==> config.mk <==
export PLATFORM = sky130hd
export DESIGN_NAME = power_monitor_scaler_energy_accumulator
export DESIGN_NICKNAME = d
export VERILOG_FILES = /design/src/rtl/pmse_pkg.sv /design/src/rtl/pmse_div.sv /design/src/rtl/pmse_energy.sv /design/src/rtl/power_monitor_scaler_energy_accumulator.sv
export SDC_FILE = /design/constraint.sdc
export NUM_CORES = 2
export LEC_CHECK = 0
export ABC_AREA = 1
export BUFFER_PORTS_ARGS = -buffer_cell sky130_fd_sc_hd__buf_2
export CORE_MARGIN = 2
export CORE_UTILIZATION = 60
export CTS_CLUSTER_DIAMETER = 50
export DETAILED_ROUTE_END_ITERATION = 8
export PLACE_DENSITY = 0.88
export REMOVE_ABC_BUFFERS = 1
export SYNTH_ARGS = -nofsm -noshare
export SYNTH_HDL_FRONTEND = slang
export SYNTH_SLANG_ARGS = --single-unit
==> constraint.sdc <==
create_clock -name aclk -period 18.6 [get_ports aclk]
set_clock_uncertainty 0.05 [all_clocks]
set_input_delay 0.93 -clock aclk [delete_from_list [all_inputs] [get_ports aclk]]
set_output_delay 0.93 -clock aclk [all_outputs]
set_load 0.05 [all_outputs]
==> src/rtl/pmse_pkg.sv <==
// ----------------------------------------------------------------------------
// pmse_pkg
// Types and constants of the power monitor scaler and energy accumulator.
// ----------------------------------------------------------------------------
package pmse_pkg;

    // Field widths
    localparam int CH_W      = 2;
    localparam int VBUS_W    = 16;
    localparam int VSENSE_W  = 16;
    localparam int COUNT_W   = 24;
    localparam int ACC_W     = 48;
    localparam int VOLT_W    = 15;
    localparam int CURR_W    = 13;
    localparam int POWER_W   = 32;
    localparam int ENERGY_W  = 64;

    // Scale factors
    localparam int VOLT_MUL  = 125;   // mV = raw * 125 / 256
    localparam int VOLT_SHR  = 8;
    localparam int CURR_MUL  = 625;   // mA = |raw| * 625 / 4096
    localparam int CURR_SHR  = 12;
    localparam int POWER_MUL = 625;   // mW = |acc| * 625 / (2^19 * count)
    localparam int POWER_SHR = 19;

    // Numerator product width and the dividend after the 2^19 prescale
    localparam int NUM_W      = ACC_W + 10;
    localparam int DIVIDEND_W = NUM_W - POWER_SHR;
    localparam int DIV_CNT_W  = $clog2(DIVIDEND_W + 1);

    // Divide by five as multiply by ceil(2^34 / 5), exact over 32 bits
    localparam logic [31:0] RECIP5     = 32'hCCCC_CCCD;
    localparam int          RECIP5_SHR = 34;

    // Divider status
    typedef struct packed {
        logic busy;
        logic done;
    } div_stat_t;

endpackage

==> src/rtl/pmse_div.sv <==
// ----------------------------------------------------------------------------
// pmse_div
// Bit-serial restoring divider: one quotient bit per cycle, 39-bit dividend
// over a 24-bit divisor. A zero divisor yields all ones.
// ----------------------------------------------------------------------------
module pmse_div (
    input  logic                                 aclk,
    input  logic                                 aresetn,
    input  logic                                 start,
    input  logic [pmse_pkg::DIVIDEND_W-1:0]      dividend,
    input  logic [pmse_pkg::COUNT_W-1:0]         divisor,
    output pmse_pkg::div_stat_t                  stat,
    output logic [pmse_pkg::DIVIDEND_W-1:0]      quotient
);
    import pmse_pkg::*;

    logic [DIVIDEND_W-1:0] quo_reg;
    logic [COUNT_W-1:0]    rem_reg;
    logic [DIV_CNT_W-1:0]  cnt_reg;
    logic                  busy_reg;
    logic                  done_reg;

    logic [COUNT_W:0]      trial;
    logic [COUNT_W:0]      diff;
    logic                  ge;
    logic [COUNT_W-1:0]    rem_next;
    logic [DIVIDEND_W-1:0] quo_next;

    // One restoring step: shift in the next dividend bit, trial subtract
    always_comb begin
        trial    = {rem_reg, quo_reg[DIVIDEND_W-1]};
        diff     = trial - {1'b0, divisor};
        ge       = (trial >= {1'b0, divisor});
        rem_next = ge ? diff[COUNT_W-1:0] : trial[COUNT_W-1:0];
        quo_next = {quo_reg[DIVIDEND_W-2:0], ge};
    end

    always_ff @(posedge aclk) begin
        if (!aresetn) begin
            busy_reg <= 1'b0;
            done_reg <= 1'b0;
            cnt_reg  <= '0;
        end else begin
            done_reg <= 1'b0;
            if (start) begin
                busy_reg <= 1'b1;
                cnt_reg  <= DIV_CNT_W'(DIVIDEND_W);
                quo_reg  <= dividend;
                rem_reg  <= '0;
            end else if (busy_reg) begin
                quo_reg <= quo_next;
                rem_reg <= rem_next;
                cnt_reg <= cnt_reg - 1'b1;
                if (cnt_reg == DIV_CNT_W'(1)) begin
                    busy_reg <= 1'b0;
                    done_reg <= 1'b1;
                end
            end
        end
    end

    assign stat.busy = busy_reg;
    assign stat.done = done_reg;
    assign quotient  = quo_reg;

endmodule

==> src/rtl/pmse_energy.sv <==
// ----------------------------------------------------------------------------
// pmse_energy
// Per-channel 64-bit energy sums, cleared at reset, wrapping on overflow.
// ----------------------------------------------------------------------------
module pmse_energy #(
    parameter int CHANNELS = 3
) (
    input  logic                              aclk,
    input  logic                              aresetn,
    input  logic                              wr_en,
    input  logic [pmse_pkg::CH_W-1:0]         ch,
    input  logic [pmse_pkg::ENERGY_W-1:0]     inc,
    output logic [pmse_pkg::ENERGY_W-1:0]     sum
);
    import pmse_pkg::*;

    localparam int IDX_W = (CHANNELS > 1) ? $clog2(CHANNELS) : 1;

    logic [ENERGY_W-1:0] total_reg [CHANNELS];
    logic [IDX_W-1:0]    idx;
    logic                in_range;
    logic [ENERGY_W-1:0] sum_next;

    // Channels past the configured count read as zero and are never written
    assign idx      = IDX_W'(ch);
    assign in_range = (5'(ch) < 5'(CHANNELS));
    assign sum_next = total_reg[idx] + inc;
    assign sum      = in_range ? sum_next : '0;

    always_ff @(posedge aclk) begin
        if (!aresetn) begin
            for (int i = 0; i < CHANNELS; i++) begin
                total_reg[i] <= '0;
            end
        end else if (wr_en && in_range) begin
            total_reg[idx] <= sum_next;
        end
    end

endmodule

==> src/rtl/power_monitor_scaler_energy_accumulator.sv <==
// ----------------------------------------------------------------------------
// power_monitor_scaler_energy_accumulator
// Converts one channel's raw monitor readings to mV, mA and mW, and keeps a
// running per-channel energy sum.
// ----------------------------------------------------------------------------
// One input beat gives one result beat. After the input beat is accepted, the
// magnitude and scale products are registered, the bit-serial power divider is
// loaded and runs over the 39-bit dividend (one quotient bit per cycle), the
// sequencer sees the divider finish, saturation and the divide by five are
// registered, and then the energy update and the result load happen together.
// s_ready is high only while no beat is in work, so a new beat is not taken
// until the previous one has reached the result register; a beat that
// reaches the output while the previous result still waits on m_ready stalls
// for as long as that wait lasts. The next beat may be taken while the previous
// result still waits on m_ready. A zero sample count reports zero power with
// the fault flag and leaves the energy sum alone; channels at or above
// CHANNELS report zero energy and touch no sum.
// ----------------------------------------------------------------------------
module power_monitor_scaler_energy_accumulator #(
    parameter int CHANNELS = 3
) (
    input  logic                                  aclk,
    input  logic                                  aresetn,
    // input channel
    input  logic                                  s_valid,
    output logic                                  s_ready,
    input  logic [pmse_pkg::CH_W-1:0]             s_channel,
    input  logic [pmse_pkg::VBUS_W-1:0]           s_bus_voltage_raw,
    input  logic signed [pmse_pkg::VSENSE_W-1:0]  s_sense_voltage_raw,
    input  logic [pmse_pkg::COUNT_W-1:0]          s_sample_count,
    input  logic signed [pmse_pkg::ACC_W-1:0]     s_power_accumulator,
    // result channel
    output logic                                  m_valid,
    input  logic                                  m_ready,
    output logic [pmse_pkg::CH_W-1:0]             m_channel_out,
    output logic [pmse_pkg::VOLT_W-1:0]           m_voltage_mv,
    output logic [pmse_pkg::CURR_W-1:0]           m_current_ma,
    output logic [pmse_pkg::POWER_W-1:0]          m_power_mw,
    output logic [pmse_pkg::ENERGY_W-1:0]         m_energy_mws,
    output logic                                  m_zero_count_fault
);
    import pmse_pkg::*;

    typedef enum logic [2:0] {
        ST_IDLE,
        ST_MUL,
        ST_DIV,
        ST_SCALE,
        ST_OUT
    } state_t;

    state_t state_reg;

    // Captured beat
    logic [CH_W-1:0]       ch_reg;
    logic [VBUS_W-1:0]     vbus_reg;
    logic [VSENSE_W-1:0]   vsense_reg;
    logic [COUNT_W-1:0]    count_reg;
    logic [ACC_W-1:0]      acc_reg;

    // Work registers
    logic [VOLT_W-1:0]     volt_reg;
    logic [CURR_W-1:0]     curr_reg;
    logic [DIVIDEND_W-1:0] dividend_reg;
    logic                  fault_reg;
    logic [POWER_W-1:0]    power_reg;
    logic [ENERGY_W-1:0]   inc_reg;
    logic                  div_start_reg;

    // Result registers
    logic                  m_valid_reg;
    logic [CH_W-1:0]       m_ch_reg;
    logic [VOLT_W-1:0]     m_volt_reg;
    logic [CURR_W-1:0]     m_curr_reg;
    logic [POWER_W-1:0]    m_power_reg;
    logic [ENERGY_W-1:0]   m_energy_reg;
    logic                  m_fault_reg;

    // Combinational next values
    logic [ACC_W-1:0]      acc_mag;
    logic [NUM_W-1:0]      num_next;
    logic [VSENSE_W:0]     smag;
    logic [VBUS_W+6:0]     volt_prod;
    logic [VSENSE_W+10:0]  curr_prod;
    logic [POWER_W-1:0]    power_next;
    logic [63:0]           recip_prod;
    logic [ENERGY_W-1:0]   inc_next;
    logic                  out_free;

    div_stat_t             div_stat;
    logic [DIVIDEND_W-1:0] quotient;
    logic [ENERGY_W-1:0]   energy_sum;

    // Magnitudes and constant-scale products
    always_comb begin
        acc_mag   = acc_reg[ACC_W-1] ? (~acc_reg + 1'b1) : acc_reg;
        num_next  = NUM_W'(acc_mag) * NUM_W'(POWER_MUL);
        smag      = vsense_reg[VSENSE_W-1] ? ((VSENSE_W+1)'(17'h10000)
                    - {1'b0, vsense_reg}) : {1'b0, vsense_reg};
        volt_prod = (VBUS_W+7)'(vbus_reg) * (VBUS_W+7)'(VOLT_MUL);
        curr_prod = (VSENSE_W+11)'(smag) * (VSENSE_W+11)'(CURR_MUL);
    end

    // Saturate the quotient, then divide by five through the reciprocal
    always_comb begin
        if (fault_reg) begin
            power_next = '0;
        end else if (|quotient[DIVIDEND_W-1:POWER_W]) begin
            power_next = '1;
        end else begin
            power_next = quotient[POWER_W-1:0];
        end
        recip_prod = 64'(power_next) * 64'(RECIP5);
        inc_next   = ENERGY_W'(recip_prod[63:RECIP5_SHR]);
    end

    assign out_free = !m_valid_reg || m_ready;

    // Sequencer, work registers and result register
    always_ff @(posedge aclk) begin
        if (!aresetn) begin
            state_reg     <= ST_IDLE;
            m_valid_reg   <= 1'b0;
            div_start_reg <= 1'b0;
        end else begin
            // Divider starts in the cycle after the products are registered
            div_start_reg <= (state_reg == ST_MUL);
            // Taken result drops unless a new one loads in ST_OUT
            if (m_valid_reg && m_ready && state_reg != ST_OUT) begin
                m_valid_reg <= 1'b0;
            end
            unique case (state_reg)
                ST_IDLE: begin
                    if (s_valid) begin
                        ch_reg     <= s_channel;
                        vbus_reg   <= s_bus_voltage_raw;
                        vsense_reg <= s_sense_voltage_raw;
                        count_reg  <= s_sample_count;
                        acc_reg    <= s_power_accumulator;
                        state_reg  <= ST_MUL;
                    end
                end
                ST_MUL: begin
                    volt_reg      <= volt_prod[VOLT_SHR+VOLT_W-1:VOLT_SHR];
                    curr_reg      <= curr_prod[CURR_SHR+CURR_W-1:CURR_SHR];
                    dividend_reg  <= num_next[NUM_W-1:POWER_SHR];
                    fault_reg     <= (count_reg == '0);
                    state_reg     <= ST_DIV;
                end
                ST_DIV: begin
                    if (div_stat.done) begin
                        state_reg <= ST_SCALE;
                    end
                end
                ST_SCALE: begin
                    power_reg <= power_next;
                    inc_reg   <= inc_next;
                    state_reg <= ST_OUT;
                end
                ST_OUT: begin
                    if (out_free) begin
                        m_valid_reg  <= 1'b1;
                        m_ch_reg     <= ch_reg;
                        m_volt_reg   <= volt_reg;
                        m_curr_reg   <= curr_reg;
                        m_power_reg  <= power_reg;
                        m_energy_reg <= energy_sum;
                        m_fault_reg  <= fault_reg;
                        state_reg    <= ST_IDLE;
                    end
                end
                default: begin
                    state_reg <= ST_IDLE;
                end
            endcase
        end
    end

    pmse_div u_div (
        .aclk     (aclk),
        .aresetn  (aresetn),
        .start    (div_start_reg),
        .dividend (dividend_reg),
        .divisor  (count_reg),
        .stat     (div_stat),
        .quotient (quotient)
    );

    pmse_energy #(
        .CHANNELS (CHANNELS)
    ) u_energy (
        .aclk    (aclk),
        .aresetn (aresetn),
        .wr_en   (state_reg == ST_OUT && out_free),
        .ch      (ch_reg),
        .inc     (inc_reg),
        .sum     (energy_sum)
    );

    assign s_ready            = (state_reg == ST_IDLE);
    assign m_valid            = m_valid_reg;
    assign m_channel_out      = m_ch_reg;
    assign m_voltage_mv       = m_volt_reg;
    assign m_current_ma       = m_curr_reg;
    assign m_power_mw         = m_power_reg;
    assign m_energy_mws       = m_energy_reg;
    assign m_zero_count_fault = m_fault_reg;

endmodule

**After elaboration in Yosys (flattened, before gate mapping)**

Memory sizes are Yosys's and may differ from the RTL's. A register that Yosys moved wholly into a read port is not among the register bits.
Index checks and enable logic that the tools add are counted.

- Register bits after elaboration: 439
- Output and inout port bits: 129
- Bits in writable memories: 192
- Logic and storage cells: 98
- Input bits: 110
- Memories: 1

Memory list:

| name | depth | bits a word | read ports | clocked after memory_dff | write ports | line | RTL |
|---|---|---|---|---|---|---|---|
| u_energy.total_reg | 3 | 64 | 1 | 1 | 3 | pmse_energy.sv:19 | `logic [ENERGY_W-1:0] total_reg [CHANNELS];` |

- Add/sub/neg operators: 5
- Multiply operators: 4
- Equality and inequality tests: 9
- Reduce and logical (&&, ||, !) cells: 19
- Mux-type cells: 29
- Bitwise logic cells: 3
- Order comparisons: 2

Operators by type and width:

| kind | count |
|---|---|
| $mux 39 | 2 |
| $add 64x30->64 | 1 |
| $mul 32x32->64 const B | 1 |
| $mux 32 | 2 |
| $mux 64 | 1 |
| $reduce_or 64->1 | 1 |
| $mul 48x10->58 const B | 1 |
| $add 48x1->48 const B | 1 |
| $mux 24 | 2 |
| $mux 48 | 1 |
| $not 48->48 | 1 |
| $ge 25x24->1 | 1 |
| $mul 17x10->25 const B | 1 |
| $logic_not 24->1 | 1 |
| $sub 24x24->24 | 1 |
| $mul 16x7->23 const B | 1 |
| $mux 17 | 1 |
| $sub 17x16->17 const A | 1 |
| $pmux 3 s5 | 1 |
| $mux 1 | 12 |
| $mux 6 | 2 |
| $mux 3 | 3 |
| $reduce_and 3->1 | 3 |
| $reduce_or 7->1 | 1 |
| other kinds (19) | 28 |

**Depth between registers and ports, before layout**

- Depth in word-level cells: 9
- Mapped depth: 37
- Depth with buffers taken out: 37

**Hierarchy**

Synthesis repeated with hierarchy kept, for this count alone.

- Cell total of the unflattened synthesis: 7607
- Area, all modules: 66502.5 um2

By module, submodules not included:

| module | cells each | area an instance (um2) | sequential area each (um2) | instances |
|---|---|---|---|---|
| power_monitor_scaler_energy_accumulator | 4727 | 45043.2 | 11000.6 | 1 |
| pmse_energy | 2157 | 16429.5 | 7687.4 | 1 |
| pmse_div | 723 | 5029.8 | 2052.0 | 1 |

**Least setup slack after synthesis**

OpenSTA, ideal clock, no wires.

- Path type: input to register
- Start: input port aresetn
- End: memory u_energy.total_reg[0][0] (enable)
- Buffers on the path: 2
- Stages on the path: 6
- Setup time: 424 ps
- Data arrival time: 8732 ps
- Slack: 9395 ps
- Required time: 18126 ps
- Path through: nand2_1 nor2_1 nand3_1 clkbuf_1 clkbuf_1 nand2_1

RTL lines:

| what | line | RTL |
|---|---|---|
| from (decl) | power_monitor_scaler_energy_accumulator.sv:23 | `input logic aresetn,` |
| to (decl) | pmse_energy.sv:19 |  |

**Worst setup path in the final report**

- Start: register u_div.quo_reg[38] (netlist: u_div.quotient[38])
- End: register inc_reg[28] (data pin)

- Word-level cells in the longest chain between the ends: 4

Ends and longest elaborated chain:

| what | line | RTL |
|---|---|---|
| from (decl) | pmse_div.sv:17 | `logic [DIVIDEND_W-1:0] quo_reg;` |
| from (signal assigned) | pmse_div.sv:48 | `quo_reg <= dividend;` |
| from (signal assigned) | pmse_div.sv:51 | `quo_reg <= quo_next;` |
| $reduce_or 7->1 | power_monitor_scaler_energy_accumulator.sv:108 | `end else if (\|quotient[DIVIDEND_W-1:POWER_W]) begin` |
| $mux 32 | power_monitor_scaler_energy_accumulator.sv:108 |  |
| $mux 32 | power_monitor_scaler_energy_accumulator.sv:106 | `if (fault_reg) begin` |
| via power_next[8] | power_monitor_scaler_energy_accumulator.sv:85 | `logic [POWER_W-1:0] power_next;` |
| $mul 32x32->64 | power_monitor_scaler_energy_accumulator.sv:113 | `recip_prod = 64'(power_next) * 64'(RECIP5);` |
| via recip_prod[62] | power_monitor_scaler_energy_accumulator.sv:86 | `logic [63:0] recip_prod;` |
| to (signal assigned) | power_monitor_scaler_energy_accumulator.sv:157 | `inc_reg <= inc_next;` |
| to (decl) | power_monitor_scaler_energy_accumulator.sv:67 | `logic [ENERGY_W-1:0] inc_reg;` |

The timed path passes the listed nets, and every way through them passes these cells.
A chain may end at the register's enable or synchronous reset.

==> out/qor.txt <==
Outcome -> finished, violations left
Violated checks -> design-rule violations
Clock Path Buffers -> 3
Starting density of the core -> 60.50%
Layout cell share with drive strength beyond 1 -> 7.121%
Tmin final -> 8.395 ns
Rows -> 119
Worst EP arrival -> 8.78 ns
Drt via density -> 5.668
Cell depth of the worst min-delay path -> 1
Startpoint Class -> flop
CP endpoint kind -> flop
Top cell types by occurrence after synthesis -> inv_1, nand2_1, nor2_1, ha_1, edfxtp_1
Max Freq -> 119.1 MHz
Crit path launch -> u_div.quotient[38]
R2R Path End -> inc_reg[28]
Fillers -> 8,220
EDFF count, synth -> 682
First-pass GRT wire length -> 278.8 mm
Diode count -> 0
Asr flop ratio synth -> 0%
Post-CTS resize count -> 0
Area added between synthesis and finish -> 9.386%
Die area -> 108,900 um2
Top_reg_cell synth -> edfxtp_1
Skew-Pair Late Insertion Delay -> 0.72 ns
CTS Root Cell -> clkbuf_16
Worst Hold End -> vsense_reg[7]
Final Wtd Congestion -> 1.046
Max FFs per register -> 256
Sequential fraction of the synthesis area -> 32.58%
Die extent in x -> 330.0 um
Die height -> 330.0 um
Slowest CP cell -> a21oi_1
Area of the multi-input gates -> 36,810 um2
R2r setup slk -> 10.21 ns
Final setup fails -> 0
Core area -> 105,400 um2
Largest net degree at the start of global routing -> 127
Tightest Pin Transition -> 1.251 ns
Hpwl dp -> 143.2 mm
Drt drc -> 6
Reg2reg path depth -> 31
I/O Buffers -> 238
Worst r2r src -> u_div.quotient[38]
Worst-path fanout max -> 34
FF+latch count, synth -> 697
RSZ-0062 raised after global routing -> no
Max cap viols -> 0
Most frequent cell after synthesis -> inv_1
Worst Path Required -> 18.99 ns
Count of cell types in the netlist -> 61
Crit-path max cell delay -> 0.84 ns
Initial antenna violation count -> 3
CTS tree -> yes
Post-CTS Repair Setup Buffers -> 0
Cts hold-fix bufs -> 0
Drt total wl -> 179.4 mm
CTS H-tree lvls -> 3
Mapped Cells -> 6,926
Critical path class -> reg -> reg
YS warnings -> 0
Fin crit share -> 45.13%
Syn_area_per_cell -> 9.208 um2
Vias in the first global route -> 50,940
Clock tree sinks -> 697
Gr usage total -> 33.44%
DR WL/cell -> 20.60 um
Relative slew slack -> 15.86%
Total grt overflow -> 0
TNS Setup -> 0 ns
Most used cell, CP -> inv_1
Fin nets -> 8,647
Routed via count -> 49,350
Mapped Area -> 63,770 um2
Clock-pin slew on the worst setup and hold paths -> 0.06 ns
Pre-antenna DRT Iters -> 9
Yosys top cell by area -> edfxtp_1
Storage cell area -> 20,790 um2
Min-delay src -> s_sense_voltage_raw[7]
Area share of the largest cell type after synthesis -> 32.11%
Final hold violation count -> 0
Num CTS Buffers -> 86
I/O Pins -> 239
Worst Hold Class -> in -> reg
Slew Limit Fails -> 0
Violation count after the first detailed-routing iteration -> 4,796
Post-DRT Antenna Nets -> 0
Top cells by area, synth -> edfxtp_1, fa_1, ha_1
## cells by family after synthesis
group	synth area share, %
compound gates	7.712
xor+xnor	3.178
flops	32.58
fa+ha+maj	32.50
simple gates	13.82
other cells	0.01178
buf+inv	10.19
## metrics by stage
stage | utilization, % | cell area (um2) | hold slack [ns] | std cells | setup slack (ns)
after detailed placement | 63.31 | 66740 | 0.3556 | 8548 | 10.32
final | 66.18 | 69760 | 0.3621 | 8707 | 10.21
after CTS | 66.18 | 69760 | 0.3297 | 8707 | 10.28
after global routing | 66.18 | 69760 | 0.3409 | 8707 | 9.877
after floorplan | - | 63520 | 0.3503 | 6892 | 6.095
after global placement | 63.31 | 66740 | 0.3536 | 8548 | 10.32
## placed cells by master (no fill, tap or decap), types with 9 or more instances in the layout
| cell type | netlist | final |
|---|---|---|
| buf_4 | 9 | 26 |
| inv_8 | 1 | 9 |
| inv_6 | 0 | 11 |
| nand4_1 | 43 | 43 |
| buf_2 | 6 | 238 |
| clkinv_1 | 1 | 12 |
| nand2_2 | 24 | 24 |
| nor2_1 | 728 | 723 |
| o22ai_1 | 30 | 30 |
| o21a_1 | 17 | 17 |
| o21ai_1 | 10 | 10 |
| xor2_1 | 149 | 149 |
| clkbuf_1 | 70 | 13 |
| nor3_1 | 60 | 60 |
| a21boi_0 | 15 | 15 |
| bufinv_16 | 0 | 10 |
| nor3_2 | 9 | 9 |
| inv_2 | 20 | 20 |
| nand3_1 | 193 | 190 |
| inv_1 | 1573 | 1572 |
| o21bai_1 | 31 | 31 |
| a31oi_1 | 29 | 29 |
| o21ai_0 | 322 | 322 |
| fa_1 | 608 | 608 |
| conb_1 | 2 | 68 |
| xnor2_1 | 75 | 75 |
| edfxtp_1 | 682 | 682 |
| nor2_2 | 11 | 12 |
| a21o_1 | 29 | 29 |
| dfxtp_1 | 15 | 12 |
| ha_1 | 684 | 684 |
| nand2_1 | 976 | 973 |
| clkbuf_16 | 0 | 86 |
| a21oi_1 | 374 | 374 |
| nand3_2 | 11 | 14 |
| nor4_1 | 24 | 24 |
## layer usage
layer | global-route usage [%] | vias up | wire length [um]
met5 | 0 | - | 28
met4 | 12.28 | 4 | 7101
met3 | 5.183 | 432 | 15120
met2 | 56.77 | 2322 | 86030
met1 | 43.57 | 23940 | 71100
li1 | - | 22660 | -
## worst max-delay path: cells and delay by family (launching register included)
kind,cells,cell delay [ns]
adders and majority gates,9,4.47
and+or+nand+nor,12,1.52
buffers and inverters,9,0.90
AOI/OAI and AO/OA,1,0.84
DFF,1,0.37
## final cells by class
| class | instances | share of cell area, % |
|---|---|---|
| multi-input combinational | 4600 | 52.77 |
| clock buffer | 100 | 3.175 |
| tap | 1391 | 2.495 |
| clock inverter | 59 | 1.153 |
| inverter | 1595 | 8.597 |
| sequential | 697 | 29.80 |
| timing repair buffer | 265 | 2.016 |
## worst max-delay path by stage
stage / slack, ns / to / cells after the start
after floorplan: 6.10 / u_energy.total_reg[0][0] / 4
after global placement: 10.32 / inc_reg[28] / 31
after detailed placement: 10.32 / inc_reg[28] / 31
after CTS: 10.28 / inc_reg[28] / 31
after global routing: 9.88 / inc_reg[28] / 31
final: 10.21 / inc_reg[28] / 31
Power is not shown: default switching activity piles up to over one toggle a cycle in this logic, so the estimate is an artifact.
